===== config.mk =====
export PLATFORM = sky130hd
export DESIGN_NAME = vdr_front
export DESIGN_NICKNAME = d
export VERILOG_FILES = /design/src/rtl/core/vdr_pkg.sv /design/src/rtl/core/vdr_front.sv
export SDC_FILE = /design/constraint.sdc
export NUM_CORES = 1
export LEC_CHECK = 0
export BUFFER_PORTS_ARGS = -buffer_cell sky130_fd_sc_hd__buf_2
export CORE_MARGIN = 1.5
export CORE_UTILIZATION = 53
export CTS_CLUSTER_SIZE = 8
export DETAILED_ROUTE_END_ITERATION = 8
export PLACE_DENSITY = 0.93
export SLEW_MARGIN = 20
export SYNTH_ARGS = -nofsm -noshare
export SYNTH_HDL_FRONTEND = slang
export SYNTH_SLANG_ARGS = --single-unit
export TNS_END_PERCENT = 20

===== constraint.sdc =====
create_clock -name clk -period 10.8 [get_ports clk]
set_clock_uncertainty 0.15 [all_clocks]
set_input_delay 1.62 -clock clk [delete_from_list [all_inputs] [get_ports clk]]
set_output_delay 1.62 -clock clk [all_outputs]
set_load 0.02 [all_outputs]

===== src/rtl/core/vdr_pkg.sv =====
// Shared types, sizes and codes of the vertex dedup and reindex block
package vdr_pkg;

  // Capacity of one mesh level, in original points
  localparam int MAX_POINTS = 256;

  // Search lanes: stored points compared per cycle, one bank each
  localparam int LANES  = 4;
  localparam int LANE_W = $clog2(LANES);

  // Derived sizes of counters, addresses and banks
  localparam int PIDX_W = (MAX_POINTS > 1) ? $clog2(MAX_POINTS) : 1;
  localparam int CW     = $clog2(MAX_POINTS + 1);
  localparam int NROW   = (MAX_POINTS + LANES - 1) / LANES;
  localparam int RW     = (NROW > 1) ? $clog2(NROW) : 1;
  localparam int KW     = RW + LANE_W;

  // Fixed field widths
  localparam int COORD_W = 32;
  localparam int PT_W    = 3 * COORD_W;
  localparam int IDX_W   = 8;
  localparam int CNT_W   = 9;
  localparam int ST_W    = 2;
  localparam int CMP_W   = (CW > IDX_W) ? CW : IDX_W;

  // Command queue between front and back (depth a power of two)
  localparam int CQ_DEPTH = 2;
  localparam int CQ_PW    = (CQ_DEPTH > 1) ? $clog2(CQ_DEPTH) : 1;
  localparam int CQ_CW    = $clog2(CQ_DEPTH + 1);

  // Operation codes
  localparam logic [1:0] OP_ADD   = 2'd0;
  localparam logic [1:0] OP_REMAP = 2'd1;
  localparam logic [1:0] OP_CLEAR = 2'd2;
  localparam logic [1:0] OP_NONE  = 2'd3;

  // Status codes
  localparam logic [ST_W-1:0] ST_OK    = 2'd0;
  localparam logic [ST_W-1:0] ST_FULL  = 2'd1;
  localparam logic [ST_W-1:0] ST_RANGE = 2'd2;

  typedef enum logic [1:0] {
    CMD_ADD,
    CMD_REMAP,
    CMD_CLEAR,
    CMD_NOP
  } cmd_kind_t;

  typedef struct packed {
    logic [1:0]                operation;
    logic signed [COORD_W-1:0] pos_x;
    logic signed [COORD_W-1:0] pos_y;
    logic signed [COORD_W-1:0] pos_z;
    logic [IDX_W-1:0]          orig_index;
  } item_t;

  typedef struct packed {
    logic [IDX_W-1:0] new_index;
    logic             is_duplicate;
    logic [CNT_W-1:0] distinct_count;
    logic [ST_W-1:0]  status;
  } result_t;

  typedef struct packed {
    cmd_kind_t        kind;
    logic [PT_W-1:0]  pos;
    logic [IDX_W-1:0] oi;
  } cmd_t;

endpackage


===== src/rtl/core/vdr_front.sv =====
// Front end: accepts input transactions, classifies them and queues commands
module vdr_front import vdr_pkg::*; (
  input  logic  clk,
  input  logic  rst,
  input  logic  push,
  output logic  full,
  input  item_t item,
  output logic  cmd_valid,
  output cmd_t  cmd,
  input  logic  cmd_take
);

  cmd_t             q [CQ_DEPTH];
  logic [CQ_PW-1:0] wptr;
  logic [CQ_PW-1:0] rptr;
  logic [CQ_CW-1:0] count;
  cmd_t             decoded;
  logic             do_push;

  // Classify the incoming operation
  always_comb begin
    decoded.pos = {item.pos_x, item.pos_y, item.pos_z};
    decoded.oi  = item.orig_index;
    unique case (item.operation)
      OP_ADD:   decoded.kind = CMD_ADD;
      OP_REMAP: decoded.kind = CMD_REMAP;
      OP_CLEAR: decoded.kind = CMD_CLEAR;
      OP_NONE:  decoded.kind = CMD_NOP;
    endcase
  end

  assign full      = (count == CQ_CW'(CQ_DEPTH));
  assign do_push   = push && !full;
  assign cmd_valid = (count != '0);
  assign cmd       = q[rptr];

  // Store queued commands
  always_ff @(posedge clk) begin
    if (do_push) begin
      q[wptr] <= decoded;
    end
  end

  // Advance pointers and fill level
  always_ff @(posedge clk) begin
    if (rst) begin
      wptr  <= '0;
      rptr  <= '0;
      count <= '0;
    end else begin
      if (do_push) begin
        wptr <= wptr + 1'b1;
      end
      if (cmd_take) begin
        rptr <= rptr + 1'b1;
      end
      case ({do_push, cmd_take})
        2'b10:   count <= count + 1'b1;
        2'b01:   count <= count - 1'b1;
        default: count <= count;
      endcase
    end
  end

endmodule


Word-level counts from Yosys, hierarchy flattened
Memories as Yosys holds them, arrays and structs flattened. A register that Yosys moved wholly into a read port is not among the register bits.
Index checks and enable logic that the tools add are counted.
{ "totals": {"reg_bits": 4, "ram_bits": 212, "input_bits": 110, "out_inout_bits": 108, "elab_cells": 25, "memories": 1} }
{ "classes": {"add_sub_neg": 4, "eq_ne": 6, "mux": 6, "n_reduce_logical": 5} }
{ "memory_table": {"columns": ["memory", "words", "width", "read_ports", "rd_clocked_by_memory_dff", "wr", "line", "rtl"], "rows": [
  ["q", 2, 106, 1, 1, 1, "vdr_front.sv:13", "cmd_t q [CQ_DEPTH];"]
]} }
{ "ops": {"columns": ["operator", "n"], "rows": [
  ["2-bit equality test (second input constant)", 4],
  ["2-bit case mux with 4 select lines", 1],
  ["2-bit by 1-bit equality test with 1-bit output (second input constant)", 2],
  ["1-bit two-way mux", 4],
  ["2-bit case mux with 2 select lines", 1],
  ["2-bit nonzero test", 2],
  ["1-bit adder (second input constant)", 2],
  ["2-bit by 1-bit adder with 2-bit output (second input constant)", 1],
  ["2-bit zero test", 1],
  ["2-bit by 1-bit subtractor with 2-bit output (second input constant)", 1],
  ["1-bit logical AND", 1],
  ["1-bit zero test", 1]
]} }

Longest topological paths before layout
Gate-level depths: netlist of run 1.
{ "logic_depth": {"depth_word": 5, "depth_mapped": 6, "ltp_nobuf": 6} }

Least setup slack after synthesis of run 1
Ideal clock, no wire load.
{ "synth_path": {"path_kind": "input to register", "startpoint": "input push", "endpoint": "memory q[1][0] (netlist bit), enable pin", "setup_ns": 0.478, "arrival_time_ns": 4.121, "required_ns": 10.172, "slack_ns": 6.051, "path_stages": 1, "n_path_buf": 0, "cell_sequence": "and3_1"} }
{ "synth_between": {"elab_chain_cells": 3} }
{ "synth_rtl": {"columns": ["element", "line", "rtl"], "rows": [
  ["start: declaration", "vdr_front.sv:5", "input logic push,"],
  ["1-bit logical AND", "vdr_front.sv:33", "assign do_push = push && !full;"],
  ["1-bit two-way mux", "vdr_front.sv:39", "if (do_push) begin"],
  ["1-bit two-way mux (not written as such)", "vdr_front.sv:40", "q[wptr] <= decoded;"],
  ["end: declaration", "vdr_front.sv:13", null]
]} }
Every way passes these cells.

==> results of run 1 <==
## metal layers
| metal | vias up | share of wire, % | track usage, % |
|---|---|---|---|
| met5 | - | 0 | 0 |
| met4 | 0 | 2.1 | 5.75 |
| met3 | 32 | 7.6 | 4.94 |
| met2 | 193 | 52 | 32.2 |
| met1 | 2042 | 39 | 21.2 |
| li1 | 1897 | - | - |
## cells in the mapped netlist (all sizes together) (2+ instances only)
library cell / instances
xnor2: 2
or3: 2
nor2: 3
o21ai: 2
edfxtp: 212
buf: 12
clkbuf: 2
inv: 3
dfxtp: 5
mux2: 106
a21oi: 2
## layout make-up
type / count / area [sq um]
timing repair buffer: 220 / 1110
clock inverter: 2 / 17.5
fill: 972 / 4520
inverter: 3 / 13.8
clock buffer: 56 / 870
tap: 184 / 230
multi-input combinational: 123 / 1310
sequential: 217 / 6470
## worst max-delay path, delay by kind of cell (launching register included)
kind | cells | cell delay [ps]
DFF | 1 | 900
muxes | 1 | 420
buffers and inverters | 2 | 730
## registers in the layout (all words and copies together) (netlist names), named ones only
register and count:
rptr 1, count 2, wptr 1, q 212
## kinds of logic after synthesis
group | after synthesis | synth area share, %
flip-flops | 217 | 82.1
multiplexers | 106 | 15.2
buffers and inverters | 17 | 1.40
AND/OR/NAND/NOR | 9 | 0.619
AO/OA/AOI/OAI | 4 | 0.254
XOR/XNOR | 3 | 0.334
adder cells (fa/ha/maj) | 1 | 0.159
## metrics by stage
stage          worst slack (ps)  util [%]  std cells  area, sq um
2_1_floorplan              6050         -        357         7880
3_3_place_gp               6890      62.8        747         9130
3_5_place_dp               6830      62.8        747         9130
4_1_cts                    6340      68.9        805        10000
5_1_grt                    6220      68.9        805        10000
6_report                   6370      68.9        805        10000
## worst paths after layout
check / slack (ps) / endpoint / from / cells after the start
setup / recovery: 6370 / cmd[49] / flop / 3
hold / removal: 340 / wptr / wptr / 2
setup reg to reg: 8010 / q[0][22] / count[0] / 5
hold reg to reg: 340 / wptr / wptr / 2
## power breakdown
group	switching (mW)	internal, mW
clock network	0.317	0.535
logic	0.174	0.110
registers	0.0269	1.02
total	0.518	1.66
==> metrics.md, run 1 <==
| Metric | Value |
|---|---|
| Outcome | `complete, no violations` |
| CP arrival | `2660 ps` |
| Post-CTS Hold Fix Bufs | `0` |
| Critical Path RT | `9030 ps` |
| Final wirelength | `14,500 um` |
| Area leader, netlist | `edfxtp_1` |
| Worst Setup Path Type | `flop to output port` |
| Post-synthesis async set-or-reset flop share | `0%` |
| Commonest non-fill, non-tap cell in the layout | `buf_2` |
| Setup TNS Final | `0 ps` |
| Initial Util | `between 50% and 60%` |
| Cell Area, Synth | `7880 sq um` |
| Clock Tree Buf Depth | `3` |
| Max stage delay on crit path | `900 ps` |
| Initial antenna violation count | `0` |
| Fmax | `0.226 GHz` |
| GRT Resource Usage Total | `18.0%` |
| Period minus WS final | `approximately 4400 ps` |
| Syn Nets | `468` |
| Warnings from Yosys | `0` |
| H-tree depth | `1` |
| Worst-skew pair later-pin latency | `520 ps` |
| DRC | `0` |
| CTS tree | `yes` |
| PwrDens | `~220 nW/um^2` |
| CP Capture Type | `output port` |
| Actual slew at the worst max-slew pin | `994 ps` |
| Core area | `14,500 sq um` |
| Post-synth top area share | `80.8%` |
| Initial drt markers | `~230` |
| Most frequent cells in the layout | `217 x buf_2, 212 x edfxtp_1, 106 x mux2_2, 31 x clkbuf_16, 25 x clkbuf_1` |
| Leakage | `approximately 3.8 nW` |
| Crit path cell chain | `buf_4 -> mux2_2 -> buf_2` |
| HPWL reported at the end of detailed placement | `a little over 9000 um` |
| Slowest stage cell, crit path | `dfxtp_4` |
| Vias post-DR | `4,164` |
| RSZ-0062 raised after global routing | `no` |
| Reg clk slew, reported paths | `roughly 50 ps` |
| DRT Pass-1 Iters | `4` |
| Worst slew margin | `33.7%` |
| # setup viols final | `0` |
| Nature of the critical path startpoint | `flop` |
| WL/cell | `18.0 um` |
| Maximum VDD drop | `0.195 mV` |
| Area contributors post-synth | `edfxtp_1 81%, mux2_2 15%, dfxtp_1 1.3%, buf_6 0.71%, buf_2 0.44%` |
| Synth Register Bits | `217` |
| First-pass GRT wire length | `22,200 um` |
| Slew Limit Fails | `0` |
| Power, Total | `approximately 2.2 mW` |
| Setup Fix Bufs, Post-CTS | `0` |
| Post-synth EDFFs | `212` |
| Grt total ovfl | `0` |
| Synth cell types | `19` |
| CP Max Fanout | `68` |
| Area Growth Syn to Fin | `27.1%` |
| TritonCTS Buffers | `31` |
| Die area | `15,600 sq um` |
| Chip height | `125 um` |
| Synth Flop Type | `edfxtp_1` |
| Vias in the first global route | `around 4,400` |
| Fin. Hold Viols | `0` |
| Max_cap viols | `0` |
| Share of cells above drive strength 1 | `58.8%` |
| Antenna violation net count after detailed routing | `0` |
| CTS root buffer | `clkbuf_16` |
| # rows | `44` |
| Seq/Total Area, Yosys | `between 80 and 90%` |
| Placer Congestion | `0.725` |
| I/O Pins | `218` |
| Port-buffer cells | `between 200 and 250` |
| Die X | `125 um` |
| Via density per instance | `just over 5` |
| Period utilisation layout | `41.0%` |
| Clock Sinks | `217` |
| Number of gates resized after cts | `0` |
| Largest net degree at the start of global routing | `74` |
| Fin Hold WS | `340 ps` |
| Hold Path Class | `flop to flop` |
| Gate Count Post-Synth | `around 360` |
| Diode count | `0` |
| Syn_area_per_cell | `22.1 sq um` |
| Fin nets | `about 710` |
(Power assumes the default switching activity.)
==> run 2, diff against run 1 <==
--- a/config.mk
+++ b/config.mk
@@ -7,10 +7,10 @@
 export LEC_CHECK = 0
 export BUFFER_PORTS_ARGS = -buffer_cell sky130_fd_sc_hd__buf_2
 export CORE_MARGIN = 1.5
-export CORE_UTILIZATION = 53
+export CORE_UTILIZATION = 52
 export CTS_CLUSTER_SIZE = 8
 export DETAILED_ROUTE_END_ITERATION = 8
-export PLACE_DENSITY = 0.93
+export PLACE_DENSITY = 0.91
 export SLEW_MARGIN = 20
 export SYNTH_ARGS = -nofsm -noshare
 export SYNTH_HDL_FRONTEND = slang
==> constraint.sdc (replaced) <==
create_clock -name clk -period 4.2 [get_ports clk]
set_clock_uncertainty 0.15 [all_clocks]
set_input_delay 0.63 -clock clk [delete_from_list [all_inputs] [get_ports clk]]
set_output_delay 0.63 -clock clk [all_outputs]
set_load 0.02 [all_outputs]
==> metrics.md, run 2 (same netlist as run 1, synthesis figures left out) <==
| Metric | Value |
|---|---|
| Clk pwr share | `38.3% (-0.8 points)` |
| Initial Util | `53.8% (-0.41 points)` |
| Hold Path Class | `input pin to flop` |
| Antenna violation net count after detailed routing | `0 (unchanged)` |
| Fin. Hold Viols | `0 (unchanged)` |
| Max reg flops | `212 (unchanged)` |
| Outcome | `finished, violations left` |
| First-pass GRT wire length | `22,000 um (-0.87%)` |
| Worst reg2reg path depth | `5 (unchanged)` |
| Share of cells above drive strength 1 | `59.9% (+1.2 points)` |
| Util after Layout | `68.4% (-0.55 points)` |
| Leakage | `3.77 nW (about the same)` |
| Initial antenna violation count | `1 (+1)` |
| DRT Pass-1 Iters | `6 (+2)` |
| H-tree depth | `1 (unchanged)` |
| Actual slew at the worst max-slew pin | `692 ps (-302 ps)` |
| I/O Pins | `218 (unchanged)` |
| Largest net degree at the start of global routing | `63 (-15%)` |
| Int Pwr | `4.23 mW (+150%)` |
| Fmax | `0.328 GHz` |
| Crit path cell chain | `buf_12 -> mux2_2 -> buf_2` |
| Chip height | `126 um (+0.93%)` |
| Fin nets | `707 (unchanged)` |
| Port-buffer cells | `217 (unchanged)` |
| Placer Congestion | `0.729 (+0.58%)` |
| Via density per instance | `5.19 (+0.29%)` |
| Slowest stage cell, crit path | `dfxtp_4` |
| Area Growth Syn to Fin | `27.1% (about the same)` |
| Number of gates resized after cts | `0 (unchanged)` |
| Multi-input logic area | `1310 sq um (unchanged)` |
| Slew Limit Fails | `0 (unchanged)` |
| Post-CTS Hold Fix Bufs | `0 (unchanged)` |
| Grt total ovfl | `0 (unchanged)` |
| CP Max Fanout | `62 (-8.8%)` |
| Sequential share of power | `48.2% (+0.3 points)` |
| Vias in the first global route | `4,389 (-0.84%)` |
| Switch Pwr | `1.31 mW (+150%)` |
| Most frequent cells in the layout | `217 x buf_2, 212 x edfxtp_1, 106 x mux2_2, 31 x clkbuf_16, 13 x clkbuf_1` |
| Leading registers by flop count | `q: 212 flops, count: 2 flops` |
| Fin Hold WS | `138 ps (-202 ps)` |
| CP arrival | `2270 ps (-390 ps)` |
| Critical Path RT | `3420 ps (-5610 ps)` |
| CTS root buffer | `clkbuf_16` |
| Nature of the critical path startpoint | `flop` |
| Max stage delay on crit path | `730 ps (-170 ps)` |
| Maximum VDD drop | `0.428 mV (+120%)` |
| Initial drt markers | `244 (+4.3%)` |
| Reg clk slew, reported paths | `50 ps (about the same)` |
| Most flops, register | `q` |
| RSZ-0062 raised after global routing | `no` |
| Core area | `14,600 sq um (+0.76%)` |
| Worst-skew pair later-pin latency | `520 ps (about the same)` |
| Switching share of power | `23.6% (-0.13 points)` |
| Setup TNS Final | `0 ps (unchanged)` |
| Vias post-DR | `4,119 (-1.1%)` |
| Period utilisation layout | `72.6%` |
| Failing checks | `DRC` |
| R2R Setup Slk | `1810 ps (-6200 ps)` |
| # setup viols final | `0 (unchanged)` |
| Hold depth | `1 (-1)` |
| Die X | `126 um (+0.93%)` |
| CTS tree | `yes` |
| Worst Setup Path Type | `flop to output port` |
| CP Capture Type | `output port` |
| Worst R2R End | `q[0][60]` |
| WL/cell | `17.9 um (-0.39%)` |
| # fillers | `934 (-3.9%)` |
| Setup Fix Bufs, Post-CTS | `0 (unchanged)` |
| DRC | `13 (+13)` |
| Worst slew margin | `53.8% (+20 points)` |
| Commonest non-fill, non-tap cell in the layout | `buf_2` |
| PwrDens | `553 nW/um^2 (+150%)` |
| Comb power frac | `13.5% (+0.5 points)` |
| Reg area | `6470 sq um (unchanged)` |
| RR Startpoint | `count[0]` |
| Die area | `15,900 sq um (+1.9%)` |
| Final wirelength | `14,200 um (-1.8%)` |
| # rows | `44 (unchanged)` |
| Max_cap viols | `0 (unchanged)` |
| HPWL reported at the end of detailed placement | `8980 um (-2.5%)` |
| Clock Tree Buf Depth | `3 (unchanged)` |
| Clock Sinks | `217 (unchanged)` |
| GRT Resource Usage Total | `17.7% (-0.28 points)` |
| Min-delay src | `item[13]` |
| Worst Hold Endpoint | `q[0][13]` |
| Period minus WS final | `3050 ps` |
| TritonCTS Buffers | `31 (unchanged)` |
-- run 2: metrics by stage --
step | power (mW) | setup slack [ps] | instance area, sq um | cells
final | 5.54 | 1150 | 10000 | 794
after global routing | 5.74 | 1040 | 10000 | 794
after CTS | 5.59 | 1120 | 10000 | 793
after detailed placement | 3.46 | 1590 | 9170 | 747
after global placement | 3.43 | 1630 | 9170 | 747
after floorplan | 3.20 | 441 | 7880 | 357
-- run 2: layout make-up --
class / count / share of cell area (%)
flip-flops and latches: 217 / 64.6
multi-input cells: 123 / 13.0
repair buffers: 220 / 11.4
clock buffers: 44 / 8.24
well taps: 184 / 2.30
clock inverters: 2 / 0.175
inverters: 3 / 0.137
diodes: 1 / 0.0250
-- run 2: power groups by stage --
stage | combinational, mW | clock, mW | sequential [mW]
finish | 0.746 | 2.12 | 2.67
global route | 0.795 | 2.26 | 2.69
CTS | 0.755 | 2.16 | 2.67
detailed placement | 0.749 | 0 | 2.71
global placement | 0.729 | 0 | 2.70
floorplan | 0.501 | 0 | 2.70
-- run 2: layer usage --
layer,track usage [%],vias up,wire length [um]
li1,-,1896,-
met1,21.7,2008,5590
met2,30.1,181,7090
met3,5.35,34,1190
met4,6.49,0,350
met5,0,-,0
-- run 2: worst max-delay path by stage --
stage	start	endpoint	slack, ps
detailed placement	push	q[0][1]	1590
global route	flop	cmd[34]	1040
floorplan	push	q[1][0]	440
CTS	flop	cmd[15]	1120
global placement	push	q[0][5]	1630
finish	flop	cmd[34]	1150
-- run 2: worst max-delay path: cells and delay by family (launching register included) --
family / cells / cell delay, ps
flops: 1 / 730
buf+inv: 2 / 520
mux: 1 / 400
==> run 3, diff against run 2 <==
--- a/config.mk
+++ b/config.mk
@@ -7,10 +7,10 @@
 export LEC_CHECK = 0
 export BUFFER_PORTS_ARGS = -buffer_cell sky130_fd_sc_hd__buf_2
 export CORE_MARGIN = 1.5
-export CORE_UTILIZATION = 52
+export CORE_UTILIZATION = 47
 export CTS_CLUSTER_SIZE = 8
 export DETAILED_ROUTE_END_ITERATION = 8
-export PLACE_DENSITY = 0.91
+export PLACE_DENSITY = 0.88
 export SLEW_MARGIN = 20
 export SYNTH_ARGS = -nofsm -noshare
 export SYNTH_HDL_FRONTEND = slang
==> constraint.sdc (replaced) <==
create_clock -name clk -period 2.6 [get_ports clk]
set_clock_uncertainty 0.15 [all_clocks]
set_input_delay 0.39 -clock clk [delete_from_list [all_inputs] [get_ports clk]]
set_output_delay 0.39 -clock clk [all_outputs]
set_load 0.02 [all_outputs]
==> metrics.md, run 3 (same netlist as run 1, synthesis figures left out) <==
| Metric | Value |
|---|---|
| I/O Pins | `218 (unchanged)` |
| Area Growth Syn to Fin | `41.7%` |
| Worst slew margin | `58.7% (+4.9 points)` |
| Most flops, register | `q` |
| Vias post-DR | `4,635 (+13%)` |
| WP depth | `3 (unchanged)` |
| Most frequent cells in the layout | `217 x buf_2, 212 x edfxtp_1, 107 x dlygate4sd3_1, 106 x mux2_2, 31 x clkbuf_16` |
| HPWL reported at the end of detailed placement | `9550 um (+6.3%)` |
| Final wirelength | `17,200 um (+21%)` |
| Hold Path Class | `input pin to flop` |
| TritonCTS Buffers | `31 (unchanged)` |
| Period minus WS final | `2410 ps` |
| Reg area | `6470 sq um (unchanged)` |
| Grt total ovfl | `0 (unchanged)` |
| Met2 Wirelength | `9160 um (+29%)` |
| Design area | `11,200 sq um (+12%)` |
| Clk pwr share | `37.8% (-0.5 points)` |
| # setup viols final | `0 (unchanged)` |
| Antenna violation net count after detailed routing | `0 (unchanged)` |
| H-tree depth | `1 (unchanged)` |
| Setup crit end | `cmd[97]` |
| Critical Path RT | `2060 ps (-1360 ps)` |
| Multi-input logic area | `1310 sq um (unchanged)` |
| Int Pwr | `6.96 mW (+64%)` |
| Switching share of power | `24.1% (+0.52 points)` |
| Leakage | `4.24 nW (+12%)` |
| Clock Tree Buf Depth | `3 (unchanged)` |
| Fin nets | `817 (+16%)` |
| Commonest non-fill, non-tap cell in the layout | `buf_2` |
| Slew Limit Fails | `0 (unchanged)` |
| Die X | `132 um (+5.1%)` |
| Met1 WL | `6550 um (+17%)` |
| RR Startpoint | `count[0]` |
| Comb power frac | `15.2% (+1.7 points)` |
| Crit path max-delay family | `buffers and inverters` |
| Uppermost routed layer | `met5` |
| Placer Congestion | `0.740 (+1.5%)` |
| Min-delay src | `cmd_take` |
| Worst Setup Path Type | `flop to output port` |
| Die area | `17,500 sq um (+10%)` |
| Chip height | `132 um (+5.1%)` |
| Outcome | `complete, no violations` |
| Area after DPL | `9250 sq um (+0.87%)` |
| PwrDens | `822 nW/um^2 (+48%)` |
| Initial antenna violation count | `1 (unchanged)` |
| Diode count | `0 (-1)` |
| Crit path cell chain | `buf_6 -> mux2_2 -> buf_2` |
| Core area | `16,500 sq um (+12%)` |
| CTS root buffer | `clkbuf_16` |
| Leading registers by flop count | `q: 212 flops, count: 2 flops` |
| Maximum VDD drop | `0.585 mV (+36%)` |
| Fin. Hold Viols | `0 (unchanged)` |
| CP Capture Type | `output port` |
| # rows | `47 (+6.8%)` |
| Metal3 WL | `1050 um (-12%)` |
| Clock Sinks | `217 (unchanged)` |
| Worst reg2reg path depth | `5 (unchanged)` |
| Buffers and inverters on the worst path | `2 (unchanged)` |
| Period utilisation layout | `92.6%` |
| Nature of the critical path startpoint | `flop` |
| DRT Pass-1 Iters | `4 (-2)` |
| Initial drt markers | `239 (-2.0%)` |
| Vias in the first global route | `5,066 (+15%)` |
| RSZ-0062 raised after global routing | `no` |
| First-pass GRT wire length | `26,400 um (+20%)` |
| WL/cell | `18.3 um (+2.2%)` |
| Port-buffer cells | `217 (unchanged)` |
| Switch Pwr | `2.21 mW (+69%)` |
| Fmax | `0.415 GHz` |
| Slowest stage cell, crit path | `mux2_2` |
| CP Max Fanout | `47 (-24%)` |
| CP arrival | `1870 ps (-400 ps)` |
| Actual slew at the worst max-slew pin | `619 ps (-73.5 ps)` |
| Worst R2R End | `q[0][70]` |
| Via density per instance | `4.94 (-4.8%)` |
| Largest net degree at the start of global routing | `63 (unchanged)` |
| Max stage delay on crit path | `410 ps (-320 ps)` |
| Setup Fix Bufs, Post-CTS | `0 (unchanged)` |
| Sequential share of power | `46.9% (-1.3 points)` |
| Max_cap viols | `0 (unchanged)` |
| Reg clk slew, reported paths | `50 ps (about the same)` |
| Max reg flops | `212 (unchanged)` |
| # fillers | `1,049 (+12%)` |
| DRC | `0 (-13)` |
| Util after Layout | `67.8% (-0.56 points)` |
| Worst-skew pair later-pin latency | `520 ps (about the same)` |
| Share of cells above drive strength 1 | `51.2% (-8.8 points)` |
| GRT Resource Usage Total | `19.3% (+1.5 points)` |
| Initial Util | `47.8% (-6.0 points)` |
| CTS tree | `yes` |
| R2R Setup Slk | `660 ps (-1150 ps)` |
==> run 3: changes by cell type in the layout (fill, tap and decap cells not counted) <==
cell,previous run,this run
buf_12,3,4
buf_4,0,1
buf_6,0,1
diode_2,1,0
dlygate4sd3_1,0,107
==> run 3: how the worst min path moves through the flow <==
stage	endpoint	depth (start not counted)	slack [ps]
2_1_floorplan	wptr	2	300
3_3_place_gp	wptr	2	320
3_5_place_dp	wptr	2	350
4_1_cts	rptr	3	10
5_1_grt	rptr	3	70
6_report	rptr	3	60
==> run 3: worst min-delay path: stages <==
cell     delay [ps]
buf_2           100
xnor2_1          90
nor2_1          110
==> run 3: power groups by stage <==
stage          Combinational (mW)  Clock [mW]  Sequential, mW
6_report                     1.40        3.47            4.30
5_1_grt                      1.49        3.68            4.32
4_1_cts                      1.39        3.51            4.30
3_5_place_dp                 1.25           0            4.36
3_3_place_gp                 1.22           0            4.33
2_1_floorplan               0.810           0            4.35
==> run 3: layout make-up <==
type | instances | area share [%]
flip-flops and latches | 217 | 58.0
repair buffers | 330 | 20.2
multi-input cells | 123 | 11.7
clock buffers | 44 | 7.39
well taps | 220 | 2.47
clock inverters | 2 | 0.157
inverters | 3 | 0.123
==> run 3: metal layers <==
metal  up-vias  global-route usage (%)
met5         -                       0
met4         2                    6.72
li1       2108                       -
met2       201                    35.3
met3        42                    4.41
met1      2282                    22.2
==> run 3: metrics by stage <==
stage	setup TNS, ps	setup WS [ps]	total power, mW	hold slack (ps)	instances
after floorplan	-103980	-981	5.16	301	357
after global placement	0	660	5.55	322	786
after detailed placement	0	612	5.61	346	786
after CTS	0	35.2	9.20	12.9	939
after global routing	0	133	9.49	67.4	939
final	0	192	9.17	61.9	939
==> run 3: timing repair <==
item	4_1_cts	5_1_grt
hold buffers	107	0
endpoints found under the setup margin	0	12
gates resized for setup	0	1
endpoints found under the hold margin	217	0
